### src/hw/rtl/cptlc_pkg.sv
package cptlc_pkg;

   localparam int WordWidth = 16;
   localparam int NibWidth  = 4;
   localparam int NibCount  = WordWidth / NibWidth;

   localparam logic [WordWidth-1:0] KeyAllOnes = 16'hFFFF;
   localparam logic [WordWidth-1:0] KeyZero    = 16'h0000;

   typedef logic [WordWidth-1:0] word_type;
   typedef logic [NibWidth-1:0]  nib_type;

   // nibble permutation codes of the working key derivation
   localparam logic [2:0] PermKeep   = 3'd0;
   localparam logic [2:0] PermSw01   = 3'd1;
   localparam logic [2:0] PermSw02   = 3'd2;
   localparam logic [2:0] PermSw03   = 3'd3;
   localparam logic [2:0] PermSw0123 = 3'd4;
   localparam logic [2:0] PermSw0213 = 3'd5;
   localparam logic [2:0] PermSw0312 = 3'd6;
   localparam logic [2:0] PermRotUp  = 3'd7;

   // one pipeline stage: a transaction plus the key of the layer it meets next
   typedef struct packed {
      logic     valid;
      logic     decrypt;
      word_type value;
      word_type index;
      word_type dkey;
      word_type wk;
      logic     on;
   } stage_type;

   function automatic logic key_active(input word_type k);
      return (k != KeyZero) && (k != KeyAllOnes);
   endfunction

   function automatic word_type derive_key(input word_type key);
      nib_type    n0, n1, n2, n3;
      nib_type    m0, m1, m2, m3;
      logic [2:0] sel;
      n0 = key[3:0];
      n1 = key[7:4];
      n2 = key[11:8];
      n3 = key[15:12];
      sel = {n2[2], n1[1], n0[0]};
      m0 = n0; m1 = n1; m2 = n2; m3 = n3;
      case (sel)
         PermKeep: begin
         end
         PermSw01: begin
            m0 = n1; m1 = n0;
         end
         PermSw02: begin
            m0 = n2; m2 = n0;
         end
         PermSw03: begin
            m0 = n3; m3 = n0;
         end
         PermSw0123: begin
            m0 = n1; m1 = n0; m2 = n3; m3 = n2;
         end
         PermSw0213: begin
            m0 = n2; m2 = n0; m1 = n3; m3 = n1;
         end
         PermSw0312: begin
            m0 = n3; m3 = n0; m1 = n2; m2 = n1;
         end
         PermRotUp: begin
            m0 = n3; m1 = n0; m2 = n1; m3 = n2;
         end
         default: begin
         end
      endcase
      return {~m3, m2, m1, m0};
   endfunction

   function automatic word_type xor_bytes(input word_type w, input word_type wk);
      return w ^ {wk[15:8], wk[15:8]};
   endfunction

   function automatic word_type enc_word(input word_type w, input word_type wk);
      word_type                r;
      logic [2*WordWidth-1:0]  t;
      for (int i = 0; i < NibCount; i++) begin
         r[i*NibWidth +: NibWidth] = w[i*NibWidth +: NibWidth] + wk[3:0]
                                     + NibWidth'(i);
      end
      t = {r, r} << wk[7:4];
      return xor_bytes(t[2*WordWidth-1:WordWidth], wk);
   endfunction

   function automatic word_type dec_word(input word_type w, input word_type wk);
      word_type                x;
      word_type                r;
      logic [2*WordWidth-1:0]  t;
      x = xor_bytes(w, wk);
      t = {x, x} >> wk[7:4];
      for (int i = 0; i < NibCount; i++) begin
         r[i*NibWidth +: NibWidth] = t[i*NibWidth +: NibWidth] - wk[3:0]
                                     - NibWidth'(i);
      end
      return r;
   endfunction

endpackage

### src/hw/rtl/can_payload_two_layer_cipher_core.sv
// Two-layer word cipher for a three-word CAN payload, as a four-stage pipeline.
// A transaction on req_ carries the operation bit and the value, index and data
// key words; one transaction on rsp_ returns the three transformed words, in
// order. One transaction can enter every cycle unless all stages are full and
// rsp_ready is low; each stage holds its item only while the stage after it is
// full and stalled, so a waiting result does not block entry into empty stages.
// Stages: 1 registers the frame with the working key of the first layer,
// 2 applies the first layer, 3 derives the working key of the second layer,
// 4 applies the second layer and is the output register. Encryption runs the
// data-key layer on value and index, then the system-key layer on all three
// words; decryption runs the system-key inverse first, then the data-key inverse
// with the recovered key. csr_system_key is always ready; its working key is
// derived at write time. Write it only while the pipeline is empty. A key of
// 0 or 0xFFFF disables its layer.
module can_payload_two_layer_cipher_core
   import cptlc_pkg::*;
(
   input  logic                 clock,
   input  logic                 reset,
   input  logic                 csr_valid,
   output logic                 csr_ready,
   input  logic [WordWidth-1:0] csr_system_key,
   input  logic                 req_valid,
   output logic                 req_ready,
   input  logic                 req_operation,
   input  logic [WordWidth-1:0] req_value_word,
   input  logic [WordWidth-1:0] req_index_word,
   input  logic [WordWidth-1:0] req_data_key_word,
   output logic                 rsp_valid,
   input  logic                 rsp_ready,
   output logic [WordWidth-1:0] rsp_out_value,
   output logic [WordWidth-1:0] rsp_out_index,
   output logic [WordWidth-1:0] rsp_out_data_key
);

   // system key, held as its working key plus layer enable
   word_type  sys_wk_ff;
   logic      sys_on_ff;

   stage_type s1_ff, s1_in;
   stage_type s2_ff, s2_in;
   stage_type s3_ff, s3_in;
   stage_type s4_ff, s4_in;

   logic adv1, adv2, adv3, adv4;

   // a stage loads when it is empty or its item moves on
   assign adv4 = !s4_ff.valid || rsp_ready;
   assign adv3 = !s3_ff.valid || adv4;
   assign adv2 = !s2_ff.valid || adv3;
   assign adv1 = !s1_ff.valid || adv2;

   assign csr_ready = 1'b1;
   assign req_ready = adv1;

   always_ff @(posedge clock) begin
      if (reset) begin
         sys_on_ff <= 1'b0;
      end else if (csr_valid) begin
         sys_on_ff <= key_active(csr_system_key);
      end
   end

   always_ff @(posedge clock) begin
      if (csr_valid) begin
         sys_wk_ff <= derive_key(csr_system_key);
      end
   end

   // stage 1: capture, pick first-layer key
   always_comb begin
      s1_in         = s1_ff;
      s1_in.valid   = req_valid;
      s1_in.decrypt = req_operation;
      s1_in.value   = req_value_word;
      s1_in.index   = req_index_word;
      s1_in.dkey    = req_data_key_word;
      if (req_operation) begin
         s1_in.wk = sys_wk_ff;
         s1_in.on = sys_on_ff;
      end else begin
         s1_in.wk = derive_key(req_data_key_word);
         s1_in.on = key_active(req_data_key_word);
      end
   end

   // stage 2: first layer
   always_comb begin
      s2_in = s1_ff;
      if (s1_ff.on) begin
         if (s1_ff.decrypt) begin
            s2_in.value = dec_word(s1_ff.value, s1_ff.wk);
            s2_in.index = dec_word(s1_ff.index, s1_ff.wk);
            s2_in.dkey  = dec_word(s1_ff.dkey, s1_ff.wk);
         end else begin
            s2_in.value = enc_word(s1_ff.value, s1_ff.wk);
            s2_in.index = enc_word(s1_ff.index, s1_ff.wk);
         end
      end
   end

   // stage 3: second-layer key; decrypt uses the recovered data key
   always_comb begin
      s3_in = s2_ff;
      if (s2_ff.decrypt) begin
         s3_in.wk = derive_key(s2_ff.dkey);
         s3_in.on = key_active(s2_ff.dkey);
      end else begin
         s3_in.wk = sys_wk_ff;
         s3_in.on = sys_on_ff;
      end
   end

   // stage 4: second layer
   always_comb begin
      s4_in = s3_ff;
      if (s3_ff.on) begin
         if (s3_ff.decrypt) begin
            s4_in.index = dec_word(s3_ff.index, s3_ff.wk);
            s4_in.value = dec_word(s3_ff.value, s3_ff.wk);
         end else begin
            s4_in.value = enc_word(s3_ff.value, s3_ff.wk);
            s4_in.index = enc_word(s3_ff.index, s3_ff.wk);
            s4_in.dkey  = enc_word(s3_ff.dkey, s3_ff.wk);
         end
      end
   end

   // valid bits reset; payload fields load on advance with no reset
   always_ff @(posedge clock) begin
      if (reset) begin
         s1_ff.valid <= 1'b0;
         s2_ff.valid <= 1'b0;
         s3_ff.valid <= 1'b0;
         s4_ff.valid <= 1'b0;
      end else begin
         if (adv1) s1_ff.valid <= s1_in.valid;
         if (adv2) s2_ff.valid <= s2_in.valid;
         if (adv3) s3_ff.valid <= s3_in.valid;
         if (adv4) s4_ff.valid <= s4_in.valid;
      end
      if (adv1) begin
         s1_ff.decrypt <= s1_in.decrypt;
         s1_ff.value   <= s1_in.value;
         s1_ff.index   <= s1_in.index;
         s1_ff.dkey    <= s1_in.dkey;
         s1_ff.wk      <= s1_in.wk;
         s1_ff.on      <= s1_in.on;
      end
      if (adv2) begin
         s2_ff.decrypt <= s2_in.decrypt;
         s2_ff.value   <= s2_in.value;
         s2_ff.index   <= s2_in.index;
         s2_ff.dkey    <= s2_in.dkey;
         s2_ff.wk      <= s2_in.wk;
         s2_ff.on      <= s2_in.on;
      end
      if (adv3) begin
         s3_ff.decrypt <= s3_in.decrypt;
         s3_ff.value   <= s3_in.value;
         s3_ff.index   <= s3_in.index;
         s3_ff.dkey    <= s3_in.dkey;
         s3_ff.wk      <= s3_in.wk;
         s3_ff.on      <= s3_in.on;
      end
      if (adv4) begin
         s4_ff.decrypt <= s4_in.decrypt;
         s4_ff.value   <= s4_in.value;
         s4_ff.index   <= s4_in.index;
         s4_ff.dkey    <= s4_in.dkey;
         s4_ff.wk      <= s4_in.wk;
         s4_ff.on      <= s4_in.on;
      end
   end

   assign rsp_valid        = s4_ff.valid;
   assign rsp_out_value    = s4_ff.value;
   assign rsp_out_index    = s4_ff.index;
   assign rsp_out_data_key = s4_ff.dkey;

   // a stalled stage 1 item is never dropped
   a_s1_hold: assert property (@(posedge clock) disable iff (reset)
      s1_ff.valid && !adv2 |=> s1_ff.valid)
      else $error("stage 1 item lost while stalled");

   // a disabled first layer passes the words through unchanged
   a_l1_bypass: assert property (@(posedge clock) disable iff (reset)
      s1_ff.valid && !s1_ff.on && adv2 |=>
         s2_ff.value == $past(s1_ff.value) && s2_ff.index == $past(s1_ff.index)
         && s2_ff.dkey == $past(s1_ff.dkey))
      else $error("disabled layer changed the payload");

   // encryption never alters the data key in the first layer
   a_l1_dkey: assert property (@(posedge clock) disable iff (reset)
      s1_ff.valid && !s1_ff.decrypt && adv2 |=> s2_ff.dkey == $past(s1_ff.dkey))
      else $error("data key altered by the data-key layer");

   // nothing is presented right after reset
   a_reset_empty: assert property (@(posedge clock)
      $past(reset) |-> !rsp_valid)
      else $error("result valid right after reset");

endmodule
### config.mk
export PLATFORM = sky130hd
export DESIGN_NAME = can_payload_two_layer_cipher_core
export DESIGN_NICKNAME = d
export VERILOG_FILES = /design/src/hw/rtl/cptlc_pkg.sv /design/src/hw/rtl/can_payload_two_layer_cipher_core.sv
export SDC_FILE = /design/constraint.sdc
export NUM_CORES = 1
export LEC_CHECK = 0
export ABC_AREA = 1
export BUFFER_PORTS_ARGS = -buffer_cell sky130_fd_sc_hd__buf_2
export CORE_MARGIN = 2
export CORE_UTILIZATION = 31
export DETAILED_ROUTE_END_ITERATION = 6
export MAX_ROUTING_LAYER = met4
export REMOVE_ABC_BUFFERS = 1
export SYNTH_ARGS = -nofsm -noshare
export SYNTH_HDL_FRONTEND = slang
export SYNTH_SLANG_ARGS = --single-unit
### constraint.sdc
create_clock -name clock -period 11.66 [get_ports clock]
set_input_delay 2.332 -clock clock [delete_from_list [all_inputs] [get_ports clock]]
set_output_delay 2.332 -clock clock [all_outputs]
set_load 0.05 [all_outputs]
## Yosys cells after proc, flatten, opt, wreduce, memory -nomap -nowiden

Index checks and enable logic that the tools add are counted.

| cells by class | value |
|---|---|
| add/subtract/negate cells | 70 |
| equal/unequal tests | 24 |
| shift operators | 10 |
| mux-type cells | 23 |
| bitwise gates (word level) | 13 |
| reductions and logical operators | 35 |

Operators with widths:

| cell | count |
|---|---|
| 32-bit by 4-bit << shifter with 32-bit output | 5 |
| 32-bit by 4-bit right shift with 16-bit output | 5 |
| 16-bit XOR | 10 |
| 4-bit one-hot mux with 3 select lines | 12 |
| 48-bit 2-to-1 mux | 2 |
| 4-bit adder | 20 |
| 4-bit subtractor | 20 |
| 32-bit 2-to-1 mux | 2 |
| 16-bit != test (second input constant) | 3 |
| 16-bit nonzero test | 3 |
| 4-bit by 2-bit adder with 4-bit output (second input constant) | 10 |
| 4-bit by 2-bit subtractor with 4-bit output (second input constant) | 10 |
| 3-bit equality test (second input constant) | 12 |
| 17-bit 2-to-1 mux | 2 |
| 16-bit 2-to-1 mux | 2 |
| 2-bit OR reduction | 15 |
| 4-bit by 1-bit adder with 4-bit output (second input constant) | 5 |
| 4-bit by 1-bit subtractor with 4-bit output (second input constant) | 5 |
| 3-bit by 2-bit equality test with 1-bit output (second input constant) | 6 |
| 3-bit OR reduction | 6 |
| 4-bit 2-to-1 mux | 3 |
| 4-bit NOT | 3 |
| 3-bit by 1-bit equality test with 1-bit output (second input constant) | 3 |
| 1-bit zero test | 4 |
| other kinds (2) | 7 |

| word-level totals | value |
|---|---|
| register bits | 250 |
| input port bits | 70 |
| output and inout bits | 51 |
| logic and storage cells | 200 |

## Longest topological paths before layout

Gate-level depths: netlist of run 1.

| depth | value |
|---|---|
| depth after elaboration | 6 |
| gate-level depth with buffers | 26 |
| gate-level depth less buffers | 25 |

## Worst setup path after synthesis of run 1

Ideal clock, no wire load.

| timing path | value |
|---|---|
| path type | input-to-output |
| from | in rsp_ready |
| to | out req_ready |
| arrival time | 6.704 ns |
| data required time | 9.328 ns |
| path slack | 2.624 ns |
| cell stages on the path | 6 |
| buffers on the path | 0 |
| cells stage by stage | nor2_1 > inv_1 > nor2_1 > inv_1 > nor2_1 > nand2_1 |

| between the ends | value |
|---|---|
| word-level cells in the longest chain between the ends | 4 |

Ends and longest elaborated chain:

| element | RTL line | RTL |
|---|---|---|
| from (decl) | can_payload_two_layer_cipher_core.sv:30 | `input logic rsp_ready,` |
| 1-bit logical OR | can_payload_two_layer_cipher_core.sv:48 | `assign adv4 = !s4_ff.valid \|\| rsp_ready;` |
| net adv4 | can_payload_two_layer_cipher_core.sv:45 | `logic adv1, adv2, adv3, adv4;` |
| 1-bit logical OR | can_payload_two_layer_cipher_core.sv:49 | `assign adv3 = !s3_ff.valid \|\| adv4;` |
| net adv3 | can_payload_two_layer_cipher_core.sv:45 |  |
| 1-bit logical OR | can_payload_two_layer_cipher_core.sv:50 | `assign adv2 = !s2_ff.valid \|\| adv3;` |
| 1-bit logical OR | can_payload_two_layer_cipher_core.sv:51 | `assign adv1 = !s1_ff.valid \|\| adv2;` |
| to (decl) | can_payload_two_layer_cipher_core.sv:24 | `output logic req_ready,` |

The timed path passes the listed nets, and every way through them passes these cells.

## Worst setup path after layout of run 1

Ends and elaborated chain as after synthesis.

==> metrics, run 1 <==
status complete, no violations; hold violation count in the final report 0; Reg2Reg Setup Slack 6.83 ns; TritonCTS clock tree built; number of global-route vias before repair 23.9k; Netlist Area Pre-Place 26200 sq um; r2r startpoint s1_ff[5]; Setup Total Neg Slack 0 ns; post-route ant nets 0; clock root buffer clkbuf_16; DRC 0; vias after detailed routing 26.8k; Final Core Density 34.2%; type of the worst setup path in2out; Peak Freq 0.144 GHz; synth unique cells 44; hold endpoint s3_ff[36]; clock sinks 250; mean area per synthesized cell 6.57 sq um; pwr/cell area 223 nW/um^2; first-pass GRT wire length 142 mm; CTS Buf Count 31; post-CTS sizing 0; WL per Instance 17.9 um; Worst Setup SP rsp_ready; DR vias/cell 5.22; Fill cells 9142; Max IR drop VDD 0.000128 V; Least-Margin Pin Slew 1.07 ns; most frequent cell on the critical path nor2_1; Starting Density 31.3%; CP required 9.33 ns; RSZ-0062 raised after global routing no; FF-to-FF End s2_ff[44]; RePlAce Congestion 0.967; CORE AREA 83700 sq um; Setup-failing EPs final 0; commonest non-fill, non-tap cell in the layout nand2_1; initial antenna violation count 1; worst hold path startpoint s2_ff[36]; gr ovfl total 0; Setup Buffers After CTS 0; layout cell share with drive strength beyond 1 7.36%; Critical Path Max Stage Delay 0.62 ns; cell count of the worst reg-to-reg path 23; met2 usage 33.4%; I/O Buffers 119; worst path cell trace buf_2 -> nor2_1 -> inv_2 -> buf_4 -> nor2_1 -> inv_2 -> buf_4 -> nor2_1 -> nand2_4 -> buf_2; drt first pass iters 6; worst hold path class reg2reg; die span in y 295 um; Cell Rows 106; hold buffers post-CTS 0; htree depth 1; sequential share of the synthesized area 28.5%; post-DP HPWL 68.7 mm; Post-Syn Instances 3983; All-Layer GR Usage 21.5%; Die X 295 um; Worst-Skew Late Latency 0.61 ns; most frequent cells in the layout nand2_1 (1234), nand3_1 (876), inv_1 (417), edfxtp_1 (245), o21ai_0 (237); CP max-delay cell buf_4; Area Growth Syn to Fin 9.40%; die area 86800 sq um; crit path launch type input pin; Reg area 7460 sq um; largest net degree at the start of global routing 109; GR Util met1 29.5%; crit path max fanout 68; area taken by multi-input logic gates 16000 sq um; Final period util 59.5%; Post-synth EDFFs 245; Clk pin slew, worst setup/hold paths 0.06 ns; met3 Resource Use GR 2.32%; leak pwr 0.0140 uW; Ports 121; Nets 4221; cell depth of the worst hold path 0; Slew Viols, Final 0; Most Crowded Layer GR met2; clk_skew 0.0317 ns; drt total wl 92.0 mm; CP endpoint kind primary output; asr flop ratio synth 0%; Yosys warnings 0; Arr. time, crit path 4.61 ns; Synth Flop Type edfxtp_1; Final min period 6.94 ns; Slew Limit Headroom 28.7%; DR iter-0 viols 3267; #FFs+latches synth 250; CTS Buffer Depth 3; max-cap check violation count 0
state kept, by name, indices dropped and copies added (netlist names):
name / count
rsp_valid: 1
rsp_out_value: 16
s3_ff: 67
s1_ff: 67
rsp_out_index: 16
rsp_out_data_key: 16
s2_ff: 50
sys_wk_ff: 16
sys_on_ff: 1
metrics by stage:
stage / setup WS (ns) / total power, uW / std cells / hold slack [ns] / cell area, sq um
global placement: 4.65 / 5240 / 5072 / 0.403 / 27500
floorplan: 2.62 / 4240 / 3774 / 0.400 / 25200
detailed placement: 4.69 / 5280 / 5072 / 0.405 / 27500
CTS: 4.65 / 6370 / 5130 / 0.384 / 28600
global route: 4.47 / 6980 / 5131 / 0.399 / 28600
finish: 4.72 / 6380 / 5131 / 0.385 / 28600
final cells by class:
class                   count  area share [%]
clock buffers              38            2.83
diodes                      1         0.00874
inverters                 443            5.81
clock inverters            20            1.08
flip-flops and latches    250            26.0
well taps                1134            4.95
repair buffers            164            3.26
multi-input cells        3081            56.0
Yosys cell counts (48+ instances only):
library cell / n / area [sq um]
o21ai_1: 79 / 395
or2_2: 49 / 307
xor2_1: 48 / 420
nand2_1: 1235 / 4640
ha_1: 140 / 1750
inv_1: 424 / 1590
edfxtp_1: 245 / 7360
a21oi_1: 92 / 460
nor2_1: 116 / 435
clkbuf_1: 57 / 214
nand3_1: 876 / 4380
o21ai_0: 237 / 1190
buf_2: 74 / 370
how the worst max path moves through the flow:
stage / endpoint / slack, ns / cells past startpoint
after floorplan: req_ready / 2.62 / 6
after global placement: req_ready / 4.65 / 10
after detailed placement: req_ready / 4.69 / 10
after CTS: req_ready / 4.65 / 10
after global routing: req_ready / 4.47 / 10
final: req_ready / 4.72 / 10
per-layer routing:
layer  routed length, um  share of wire [%]
met5                   0                  0
met4                3080                3.3
met1               40300                 44
met3                7640                8.3
met2               41000                 45
where the power goes:
group / leakage (uW) / internal (uW) / switching (uW) / total (uW)
Sequential: 0.00263 / 1240 / 205 / 1440
Clock: 0.000543 / 653 / 402 / 1060
Combinational: 0.0108 / 1260 / 2620 / 3880
kinds of logic (layout without fill, tap and decap cells):
| kind of cell | count (synthesis) | after routing | share of synthesized area (%) |
|---|---|---|---|
| AND/OR/NAND/NOR | 2337 | 2337 | 38.8 |
| flip-flops | 250 | 250 | 28.5 |
| buffers and inverters | 652 | 665 | 10.3 |
| other | 1 | 2 | 0.0143 |
| AO/OA/AOI/OAI | 479 | 479 | 9.85 |
| XOR/XNOR | 79 | 79 | 2.64 |
| multiplexers | 5 | 5 | 0.191 |
| adder cells (fa/ha/maj) | 180 | 180 | 9.75 |
critical path: cells and delay by family:
family,cells,cell delay (ns)
buffers and inverters,6,1.66
AND/OR/NAND/NOR,4,0.54
(Power assumes the default switching activity.)
==> run 2: changes to the inputs <==
ABC_AREA = 0   (was 1)
clock period = 5.6 ns   (was 11.66 ns; I/O delays follow)
==> run 2 against run 1 <==
Compared with the run above:
- first-iteration DRC count fell by 22%
- highest routed layer unchanged
- synthesized area fell by 2.0%
- setup slack got worse by 3.5 ns
- largest cell class unchanged
- combinational power rose to 2.6 times the previous value
- flip-flop and latch count did not move
- cell area fell by 2.1%
- core utilization barely moved
==> metrics, run 2 <==
Final min period 4.42 ns; Final period util 78.9%; All-Layer GR Usage 20.6%; CTS Buf Count 31; crit path launch type flip-flop; Clk network pwr share 12.9%; FF-to-FF End rsp_out_index[2]; Netlist Area Pre-Place 25600 sq um; r2r startpoint s3_ff[1]; Logic pwr share 65.1%; Max IR drop VDD 0.000302 V; post-DP HPWL 65.5 mm; switching component of the power 7400 uW; Area Growth Syn to Fin 9.31%; drt first pass iters 6; leak pwr 0.0113 uW; I/O Buffers 119; Design Area, Final 28000 sq um; Seq pwr share 22.0%; worst hold path class reg2reg; first-pass GRT wire length 132 mm; gr ovfl total 0; type of the worst setup path reg2reg; fin worst setup slack 1.18 ns; Synth top cells by count nand2_1 (326), edfxtp_1 (245), nor2_1 (239); Top Registers s1_ff (67), s3_ff (67), s2_ff (50); DR iter-0 viols 2545; Setup-failing EPs final 0; hold endpoint s3_ff[54]; area leader, netlist edfxtp_1; htree depth 1; clock sinks 250; CP required 5.96 ns; Arr. time, crit path 4.78 ns; Starting Density 31.3%; layout cell share with drive strength beyond 1 13.8%; sequential share of the synthesized area 29.1%; Slew Viols, Final 0; post-CTS sizing 0; Nets 3047; hold violation count in the final report 0; Sw Share 48.5%; ANT cells 0; #FFs+latches synth 250; Post-Syn Instances 2813; hold buffers post-CTS 0; RSZ-0062 raised after global routing no; TritonCTS clock tree built; Setup Buffers After CTS 0; die span in y 292 um; worst hold path startpoint s2_ff[54]; DP Worst Slack 1.25 ns; RePlAce Congestion 1.00; DP Area 27100 sq um; Synth Flop Type edfxtp_1; Die X 292 um; clock root buffer clkbuf_16; initial antenna violation count 0; Post-synth EDFFs 245; cell count of the worst reg-to-reg path 13; Clk pin slew, worst setup/hold paths 0.07 ns; DRC 0; mean area per synthesized cell 9.12 sq um; crit path max fanout 11; asr flop ratio synth 0%; WL per Instance 22.5 um; die area 85100 sq um; largest net degree at the start of global routing 93; commonest non-fill, non-tap cell in the layout nand2_1; most frequent cells in the layout nand2_1 (323), edfxtp_1 (245), nor2_1 (239), o21ai_0 (190), a21oi_1 (177); CORE AREA 82000 sq um; drt total wl 87.5 mm; Worst-Skew Late Latency 0.61 ns; pwr/cell area 545 nW/um^2; clk_skew 0.0243 ns; status complete, no violations; number of global-route vias before repair 20.6k; Int Power 7870 uW; most frequent cell after synthesis nand2_1; Reg2Reg Setup Slack 1.18 ns; max-cap check violation count 0; top cells by area, synth edfxtp_1 (29%), mux4_2 (8.3%), ha_1 (6.8%); synth unique cells 69; post-route ant nets 0; Slew Limit Headroom 17.3%; DR vias/cell 5.71; Peak Freq 0.226 GHz; Cell Rows 105; Yosys warnings 0; CTS Buffer Depth 3; vias after detailed routing 22.2k; Ports 121; top cell type's share of synthesized area 28.7%; CP endpoint kind flip-flop; cell depth of the worst hold path 0; Least-Margin Pin Slew 1.24 ns
==> run 2: worst max-delay path: stages (launching register included) <==
cell and delay, ns:
edfxtp_1 0.68, inv_1 0.59, ha_1 0.24, inv_1 0.04, ha_1 0.18, fa_1 0.37, xnor2_1 0.15, xnor2_1 0.25
mux4_2 0.54, nand2_1 0.10, o21ai_0 0.11, a222oi_1 0.30, mux2_2 0.38, a221o_1 0.25
==> run 2: through the flow <==
stage	total power, uW	hold WS [ns]	instances	TNS, ns	util [%]
4_1_cts	15200	0.392	3890	0	34.2
6_report	15300	0.406	3890	0	34.2
3_3_place_gp	13100	0.403	3834	0	33.0
5_1_grt	16300	0.406	3890	0	34.2
2_1_floorplan	10400	0.400	2602	-5.50	-
3_5_place_dp	13100	0.405	3834	0	33.0
==> run 2: cell type report <==
| type | instances | area [sq um] |
|---|---|---|
| inverters | 156 | 586 |
| flip-flops and latches | 250 | 7460 |
| well taps | 1070 | 1340 |
| repair buffers | 162 | 931 |
| clock inverters | 23 | 196 |
| multi-input cells | 2196 | 16700 |
| fillers | 8458 | 53900 |
| clock buffers | 33 | 783 |
==> run 2: cells by family after synthesis <==
| kind of cell | count (synthesis) | synth area share, % |
|---|---|---|
| compound gates | 723 | 18.2 |
| buf+inv | 367 | 5.69 |
| mux | 263 | 15.0 |
| xor+xnor | 262 | 9.03 |
| fa+ha+maj | 180 | 9.95 |
| simple gates | 767 | 13.0 |
| flops | 250 | 29.1 |
| other cells | 1 | 0.0146 |
==> run 2: power groups by stage <==
stage	combinational, uW	sequential (uW)	clock, uW
5_1_grt	10800	3400	2100
3_3_place_gp	9710	3380	0
3_5_place_dp	9720	3380	0
2_1_floorplan	6520	3870	0
6_report	9940	3360	1970
4_1_cts	9800	3340	2040
==> run 2: worst max path at each step <==
stage | start | endpoint | slack [ns] | cells past startpoint
5_1_grt | s3_ff[1] | rsp_out_index[2] | 1.02 | 13
2_1_floorplan | s1_ff[6] | s2_ff[44] | -0.51 | 13
3_5_place_dp | s3_ff[1] | rsp_out_index[2] | 1.25 | 13
6_report | s3_ff[1] | rsp_out_index[2] | 1.18 | 13
3_3_place_gp | s3_ff[1] | rsp_out_index[2] | 1.32 | 13
4_1_cts | s3_ff[1] | rsp_out_index[2] | 1.23 | 13
==> run 2: routing by layer <==
metal / up-vias / GRT usage, % / routed length [um] / part of all wire, %
li1: 10200 / - / - / -
met1: 10800 / 28.4 / 38300 / 44
met2: 1074 / 30.8 / 38700 / 44
met3: 169 / 3.49 / 7670 / 8.8
met4: 0 / 6.14 / 2840 / 3.3
met5: - / - / 0 / 0
